--- src/design/uad_pkg.sv ---
// Shared types, constants and rate tables for the autobaud detector.
`timescale 1ns / 1ps

package uad_pkg;

  // Field and counter widths.
  localparam int TICK_W   = 30;
  localparam int RATE_W   = 21;
  localparam int STAT_W   = 3;
  localparam int EDGE_W   = 7;
  localparam int PROD_W   = 38;

  // Detection limits.
  localparam int MAX_EDGES = 80;
  localparam int MIN_EDGES = 8;

  // Divider and rate search sizes.
  localparam int DIV_BITS   = TICK_W;
  localparam int DIV_CNT_W  = $clog2(DIV_BITS);
  localparam int RATE_COUNT = 10;
  localparam int RATE_IDX_W = $clog2(RATE_COUNT);

  localparam logic [TICK_W-1:0] TICK_HZ_RESET = TICK_W'(600000000);

  // Standard rates, and the accepted distance (a sixth of each rate).
  localparam logic [RATE_W-1:0] STD_RATE [RATE_COUNT] = '{
    RATE_W'(9600),   RATE_W'(19200),  RATE_W'(38400),  RATE_W'(57600),
    RATE_W'(115200), RATE_W'(230400), RATE_W'(460800), RATE_W'(921600),
    RATE_W'(1000000), RATE_W'(2000000)
  };
  localparam logic [RATE_W-1:0] RATE_TOL [RATE_COUNT] = '{
    RATE_W'(9600 / 6),   RATE_W'(19200 / 6),  RATE_W'(38400 / 6),
    RATE_W'(57600 / 6),  RATE_W'(115200 / 6), RATE_W'(230400 / 6),
    RATE_W'(460800 / 6), RATE_W'(921600 / 6), RATE_W'(1000000 / 6),
    RATE_W'(2000000 / 6)
  };

  // Result status codes.
  typedef enum logic [STAT_W-1:0] {
    STAT_FOUND     = 3'd0,
    STAT_NO_IDLE   = 3'd1,
    STAT_NO_START  = 3'd2,
    STAT_FEW_EDGES = 3'd3,
    STAT_OFF_TOL   = 3'd4
  } uad_stat_t;

  // Commands from the controller to the datapath.
  typedef struct packed {
    logic      clear_track;
    logic      clr_elapsed;
    logic      inc_elapsed;
    logic      count_tick;
    logic      div_start;
    logic      search_step;
    logic      emit_fail;
    uad_stat_t fail_code;
    logic      emit_judge;
  } uad_cmd_t;

  // Status from the datapath to the controller.
  typedef struct packed {
    logic idle_over;
    logic start_over;
    logic quiet_over;
    logic edge_seen;
    logic max_reached;
    logic few_edges;
    logic div_done;
    logic search_last;
    logic out_valid;
  } uad_stat_bus_t;

endpackage

--- src/design/uad_ctrl.sv ---
// Detection sequencer: waits, edge counting, division and search steps.
`timescale 1ns / 1ps

module uad_ctrl import uad_pkg::*; (
  input  logic          clk,
  input  logic          rst,
  input  logic          fire,
  input  logic          rx_level,
  input  logic          restart,
  input  uad_stat_bus_t sts,
  output logic          ready,
  output uad_cmd_t      cmd
);

  typedef enum logic [7:0] {
    ST_WAIT_HIGH = 8'b0000_0001,
    ST_WAIT_FALL = 8'b0000_0010,
    ST_COUNT     = 8'b0000_0100,
    ST_DIV_GO    = 8'b0000_1000,
    ST_DIV       = 8'b0001_0000,
    ST_SEARCH    = 8'b0010_0000,
    ST_JUDGE     = 8'b0100_0000,
    ST_DONE      = 8'b1000_0000
  } uad_state_t;

  uad_state_t state;
  uad_state_t state_next;
  logic       sampling;

  // Sampling states need a free output slot; the finished state takes any request.
  assign sampling = (state == ST_WAIT_HIGH) || (state == ST_WAIT_FALL) ||
                    (state == ST_COUNT);
  assign ready    = (state == ST_DONE) || (sampling && !sts.out_valid);

  // Next state and commands.
  always_comb begin
    state_next = state;
    cmd        = '0;
    cmd.fail_code = STAT_FOUND;
    case (state)
      ST_WAIT_HIGH: begin
        if (fire) begin
          if (restart) begin
            cmd.clear_track = 1'b1;
          end else if (rx_level) begin
            cmd.clr_elapsed = 1'b1;
            state_next      = ST_WAIT_FALL;
          end else begin
            cmd.inc_elapsed = 1'b1;
            if (sts.idle_over) begin
              cmd.emit_fail = 1'b1;
              cmd.fail_code = STAT_NO_IDLE;
              state_next    = ST_DONE;
            end
          end
        end
      end
      ST_WAIT_FALL: begin
        if (fire) begin
          if (restart) begin
            cmd.clear_track = 1'b1;
            state_next      = ST_WAIT_HIGH;
          end else if (!rx_level) begin
            cmd.clear_track = 1'b1;
            state_next      = ST_COUNT;
          end else begin
            cmd.inc_elapsed = 1'b1;
            if (sts.start_over) begin
              cmd.emit_fail = 1'b1;
              cmd.fail_code = STAT_NO_START;
              state_next    = ST_DONE;
            end
          end
        end
      end
      ST_COUNT: begin
        if (fire) begin
          if (restart) begin
            cmd.clear_track = 1'b1;
            state_next      = ST_WAIT_HIGH;
          end else begin
            cmd.count_tick = 1'b1;
            if (sts.max_reached || (!sts.edge_seen && sts.quiet_over)) begin
              if (sts.few_edges) begin
                cmd.emit_fail = 1'b1;
                cmd.fail_code = STAT_FEW_EDGES;
                state_next    = ST_DONE;
              end else begin
                state_next = ST_DIV_GO;
              end
            end
          end
        end
      end
      ST_DIV_GO: begin
        cmd.div_start = 1'b1;
        state_next    = ST_DIV;
      end
      ST_DIV: begin
        if (sts.div_done) begin
          state_next = ST_SEARCH;
        end
      end
      ST_SEARCH: begin
        cmd.search_step = 1'b1;
        if (sts.search_last) begin
          state_next = ST_JUDGE;
        end
      end
      ST_JUDGE: begin
        cmd.emit_judge = 1'b1;
        state_next     = ST_DONE;
      end
      ST_DONE: begin
        if (fire && restart) begin
          cmd.clear_track = 1'b1;
          state_next      = ST_WAIT_HIGH;
        end
      end
      default: begin
        state_next = ST_WAIT_HIGH;
      end
    endcase
  end

  always_ff @(posedge clk) begin
    if (rst) begin
      state <= ST_WAIT_HIGH;
    end else begin
      state <= state_next;
    end
  end

endmodule

--- config.mk ---
export PLATFORM = sky130hd
export DESIGN_NAME = uad_ctrl
export DESIGN_NICKNAME = d
export VERILOG_FILES = /design/src/design/uad_pkg.sv /design/src/design/uad_ctrl.sv
export SDC_FILE = /design/constraint.sdc
export NUM_CORES = 1
export LEC_CHECK = 0
export ABC_AREA = 1
export BUFFER_PORTS_ARGS = -buffer_cell sky130_fd_sc_hd__buf_2
export CORE_UTILIZATION = 40
export DETAILED_ROUTE_END_ITERATION = 12
export PLACE_DENSITY = 0.67
export SYNTH_ARGS = -nofsm -noshare
export SYNTH_HDL_FRONTEND = slang
export SYNTH_SLANG_ARGS = --single-unit
--- constraint.sdc ---
create_clock -name clk -period 1.23 [get_ports clk]
set_input_delay 0.1845 -clock clk [delete_from_list [all_inputs] [get_ports clk]]
set_output_delay 0.1845 -clock clk [all_outputs]
set_load 0.03 [all_outputs]
### Word-level counts from Yosys, hierarchy flattened

Index checks and enable logic that the tools add are counted.

* eq/ne operators: 18
* multiplexer cells: 49
* reductions and logical operators: 10

Operator list (count)
* $mux W8: 15
* $pmux W8 S8: 1
* $mux W4: 12
* $mux W1: 16
* $ne A2 B2 Y1 const B: 6
* $pmux W4 S3: 1
* $reduce_and A10 Y1: 1
* $eq A8 B1 Y1 const B: 1
* $eq A8 B2 Y1 const B: 1
* $eq A8 B3 Y1 const B: 1
* $eq A8 B4 Y1 const B: 1
* $eq A8 B5 Y1 const B: 1
* $eq A8 B6 Y1 const B: 1
* $eq A8 B7 Y1 const B: 1
* $eq A8 B8 Y1 const B: 1
* $logic_or A1 B1 Y1: 4
* $ne A4 B4 Y1 const B: 1
* $pmux W1 S4: 1
* $logic_and A1 B1 Y1: 3
* $mux W3: 1
* $ne A3 B2 Y1 const B: 1
* $ne A3 B3 Y1 const B: 1
* $logic_not A1 Y1: 2
* $mux W2: 1
* other kinds (2): 2

* register bits: 8
* input bits: 14

### Depth between registers and ports, before layout

* word-level depth: 7
* depth in mapped cells: 11

### Worst setup path before layout

OpenSTA, ideal clock, no wires.

* path type: register -> output
* start: reg state[4]
* end: out ready
* arrival: 1621 ps
* required time: 1046 ps
* path slack: -576 ps
* cell stages (with the launch flop): 8
* cell sequence: dfxtp_1 > nor2_2 > nand2_4 > nor2_2 > inv_2 > nand3_2 > inv_1 > o21ai_0

* cells in the longest elaborated chain, start to end: 5

RTL lines
* start, declared: line uad_ctrl.sv:26 `uad_state_t state;`
* start signal, assigned: line uad_ctrl.sv:130 `state <= state_next;`
* $eq A8 B1 Y1 or $eq A8 B2 Y1 (tied branches): line uad_ctrl.sv:31 `assign sampling = (state == ST_WAIT_HIGH) || (state == ST_WAIT_FALL) ||`
* $logic_or A1 B1 Y1 (2 in a row): line uad_ctrl.sv:31
* $logic_and A1 B1 Y1: line uad_ctrl.sv:33 `assign ready = (state == ST_DONE) || (sampling && !sts.out_valid);`
* $logic_or A1 B1 Y1 (*): line uad_ctrl.sv:33
* end, declared: line uad_ctrl.sv:11 `output logic ready,`

Every way passes the cells marked *; elsewhere a longest branch is shown, timed or not.

==> metrics.md <==
| Metric | Value |
|---|---|
| Worst Hold Depth | 2 |
| Max Cap Viol | 0 |
| Worst r2r path cells | 11 |
| RR Startpoint | state[0]$_SDFFE_PP1P_ |
| Clock buffer count from CTS | 3 |
| GP Congestion | 0.869 |
| WL per Instance | 12.5 µm |
| Die footprint | 2310 µm² |
| Routed WL | 2.78 mm |
| Gate power share | 0.810 |
| Syn Nets | 150 |
| Antenna violations before repair | 0 |
| Top layer in use | met4 |
| Final Skew | 0.00387 ns |
| WL met1 | 1.12 mm |
| WP data arrival | 1.63 ns |
| Final number of max-transition violations | 0 |
| Remaining antenna violation count | 0 |
| DP HPWL | 1.95 mm |
| Fin nets | 212 |
| Ys Warns | 0 |
| Worst Path Max Fanout | 4 |
| Metal3 WL | 120 µm |
| Worst setup EP type | output port |
| P_int | 1.73 mW |
| Max reg flops | 8 |
| Flop2flop setup slack | -0.37 ns |
| Critical Path RT | 1.05 ns |
| Synth-to-Final Area Change | 84.3% |
| GR Overflow Total | 0 |
| Starting Density | 0.427 |
| Syn Inst Count | 136 |
| Flops & latches, synth | 8 |
| Pin count of the biggest net entering global routing | 7 |
| Hold buffers post-CTS | 0 |
| Clock-pin slew on the worst setup and hold paths | 0.05 ns |
| Period Utilization, post-route | 1.48 |
| Critical path startpoint category | register |
| Syn_area_per_cell | 6.23 µm² |
| DRT iter0 DRCs | 16 |
| Layout Utilization | 0.788 |
| Hold Vio Cnt, Final | 0 |
| Core ar. | 1980 µm² |
| Std cell rows | 16 |
| Dpl cells | 212 |
| Failing checks | setup timing |
| Min-Delay Endpoint | state[4]$_SDFFE_PP0P_ |
| Clock power frac | 0.058 |
| Status | finished with violations |
| Fmax | 0.551 GHz |
| Flop pwr share | 0.132 |
| Worst hold start | rst |
| CTS root buf | clkbuf_4 |
| TritonRoute pass-1 iters | 5 |
| Routed length on met2 | 1.49 mm |
| Die Height | 48.0 µm |
| Via count | 1063 |
| DRC | 0 |
| CTS max path bufs | 2 |
| Register area share after synthesis | 0.189 |
| Largest registers | state: 8 flops |
| # diodes | 0 |
| Mapped Area | 847 µm² |
| Clock Sinks | 8 |
| Final setup fails | 19 |
| CP Class | register to output port |
| Leak | 0.861 nW |
| Port buffer count | 24 |
| Via density | 4.77 |
| Number of global-route vias before repair | 954 |
| Peak supply drop | 1480 µV |
| Unrepaired setup endpoints after global routing | true |
| PwrDens | 2230 nW/µm² |
| First-pass GRT wire length | 4.30 mm |
| Min Tclk post-route | 1.82 ns |
| Unique masters post-synth | 27 |
| Reg2reg end | state[0]$_SDFFE_PP1P_ |
| Worst Hold Class | primary input to register |
| Net Sw Power | 1.76 mW |
| Io pins | 26 |
| Setup slack after layout | -0.586 ns |
| H-tree depth | 1 |
| CTS tree | done |
| Top reg by flops | state |
| Total Routing Usage GR | 0.274 |
| Layout cell share with drive strength beyond 1 | 0.679 |
| Die width | 48.0 µm |
| Switching share of power | 0.504 |
| Layout Cells excl Fill | 223 |
| Skew-Pair Late Insertion Delay | 0.26 ns |
-- cells in the final DEF, fill, tap and decap left out --
| master | synthesis | layout |
|---|---|---|
| nand4_1 | 7 | 7 |
| nand2_1 | 34 | 20 |
| nand3b_4 | 1 | 2 |
| o21ai_2 | 0 | 1 |
| nor2_1 | 22 | 12 |
| buf_6 | 1 | 16 |
| inv_2 | 5 | 10 |
| nand3_1 | 5 | 3 |
| inv_1 | 20 | 15 |
| clkbuf_4 | 0 | 3 |
| a21oi_2 | 0 | 1 |
| nor2_2 | 5 | 8 |
| dfxtp_2 | 0 | 4 |
| and2_4 | 1 | 1 |
| nand3_4 | 1 | 4 |
| nor3_1 | 3 | 1 |
| a21oi_1 | 3 | 2 |
| nand3_2 | 2 | 1 |
| dfxtp_4 | 0 | 2 |
| conb_1 | 1 | 1 |
| dfxtp_1 | 8 | 2 |
| nor3_4 | 0 | 2 |
| nand2_2 | 1 | 14 |
| buf_4 | 1 | 31 |
| nor3_2 | 1 | 1 |
| o21bai_4 | 0 | 1 |
| buf_2 | 1 | 13 |
| nor2_4 | 4 | 11 |
| nand2_4 | 4 | 5 |
| a31o_4 | 0 | 1 |
| nor2_8 | 1 | 1 |
-- metrics by stage --
stage	worst slack (ns)	total power [mW]	TNS (ns)	hold slack [ns]	area [µm²]
floorplan	-0.193	2.00	-1.23	0.254	931
global placement	-0.309	2.53	-3.35	0.384	1270
detailed placement	-0.366	2.58	-4.18	0.386	1270
CTS	-0.569	3.34	-7.13	0.120	1530
global route	-0.666	3.75	-9.14	0.126	1560
finish	-0.586	3.49	-7.70	0.113	1560
-- power groups by stage --
stage	sequential [mW]	combinational [mW]	clock [mW]
CTS	0.435	2.70	0.202
floorplan	0.422	1.58	0
finish	0.460	2.82	0.203
detailed placement	0.427	2.15	0
global placement	0.420	2.11	0
global route	0.468	3.07	0.217
-- cells in the mapped netlist (all sizes together) --
cell | instances | area, µm²
nand3 | 8 | 62.6
conb | 1 | 3.75
o21bai | 1 | 7.51
nand4 | 7 | 43.8
nand2 | 39 | 179
dfxtp | 8 | 160
a21oi | 3 | 15.0
nor3 | 4 | 25.0
inv | 25 | 93.8
nand3b | 2 | 31.3
nor2 | 32 | 179
a31o | 1 | 8.76
o21ai | 1 | 5.00
and2 | 1 | 8.76
buf | 3 | 23.8
-- worst max path at each step --
stage | from | end | slack, ns | depth (start not counted)
3_5_place_dp | state[1]$_SDFFE_PP0P_ | cmd[4] | -0.37 | 9
2_1_floorplan | state[0]$_SDFFE_PP1P_ | cmd[1] | -0.19 | 7
5_1_grt | state[1]$_SDFFE_PP0P_ | cmd[1] | -0.67 | 9
6_report | state[1]$_SDFFE_PP0P_ | cmd[1] | -0.59 | 9
4_1_cts | state[5]$_SDFFE_PP0P_ | cmd[4] | -0.57 | 8
3_3_place_gp | state[0]$_SDFFE_PP1P_ | cmd[4] | -0.31 | 9
-- critical path: stages, from the launching register on --
cell     delay [ns]
dfxtp_4        0.37
inv_2          0.05
nor2_4         0.11
nand2_2        0.07
nor2_4         0.14
inv_2          0.06
nand3_4        0.08
nand4_1        0.21
nand2_2        0.15
buf_6          0.13
-- per-layer routing --
layer / vias to the layer above / GRT usage
li1: 539 / -
met1: 488 / 0.336
met3: 7 / 0.0679
met5: - / 0
met2: 29 / 0.511
met4: 0 / 0
-- final cells by class --
| class | count | area, µm² |
|---|---|---|
| clock buffer | 3 | 22.5 |
| fill | 137 | 420 |
| inverter | 25 | 93.8 |
| multi-input combinational | 100 | 761 |
| sequential | 8 | 173 |
| tap | 27 | 33.8 |
| timing repair buffer | 60 | 478 |
-- kinds of logic (layout without fill, tap and decap cells) --
logic type             Yosys count  count (layout)  synth area share
buffers and inverters           28              88             0.139
other                            1               1           0.00443
and+or+nand+nor                 93              93             0.625
DFF                              8               8             0.189
AOI/OAI and AO/OA                6               6            0.0428
-- timing repair --
| action | CTS | global route |
|---|---|---|
| endpoints found under the hold margin | 0 | 0 |
| endpoints found under the setup margin | 19 | 19 |
| pin swaps | 19 | 16 |
| resized for setup | 49 | 15 |
| buffers inserted | 8 | 1 |
(Power assumes the default switching activity.)
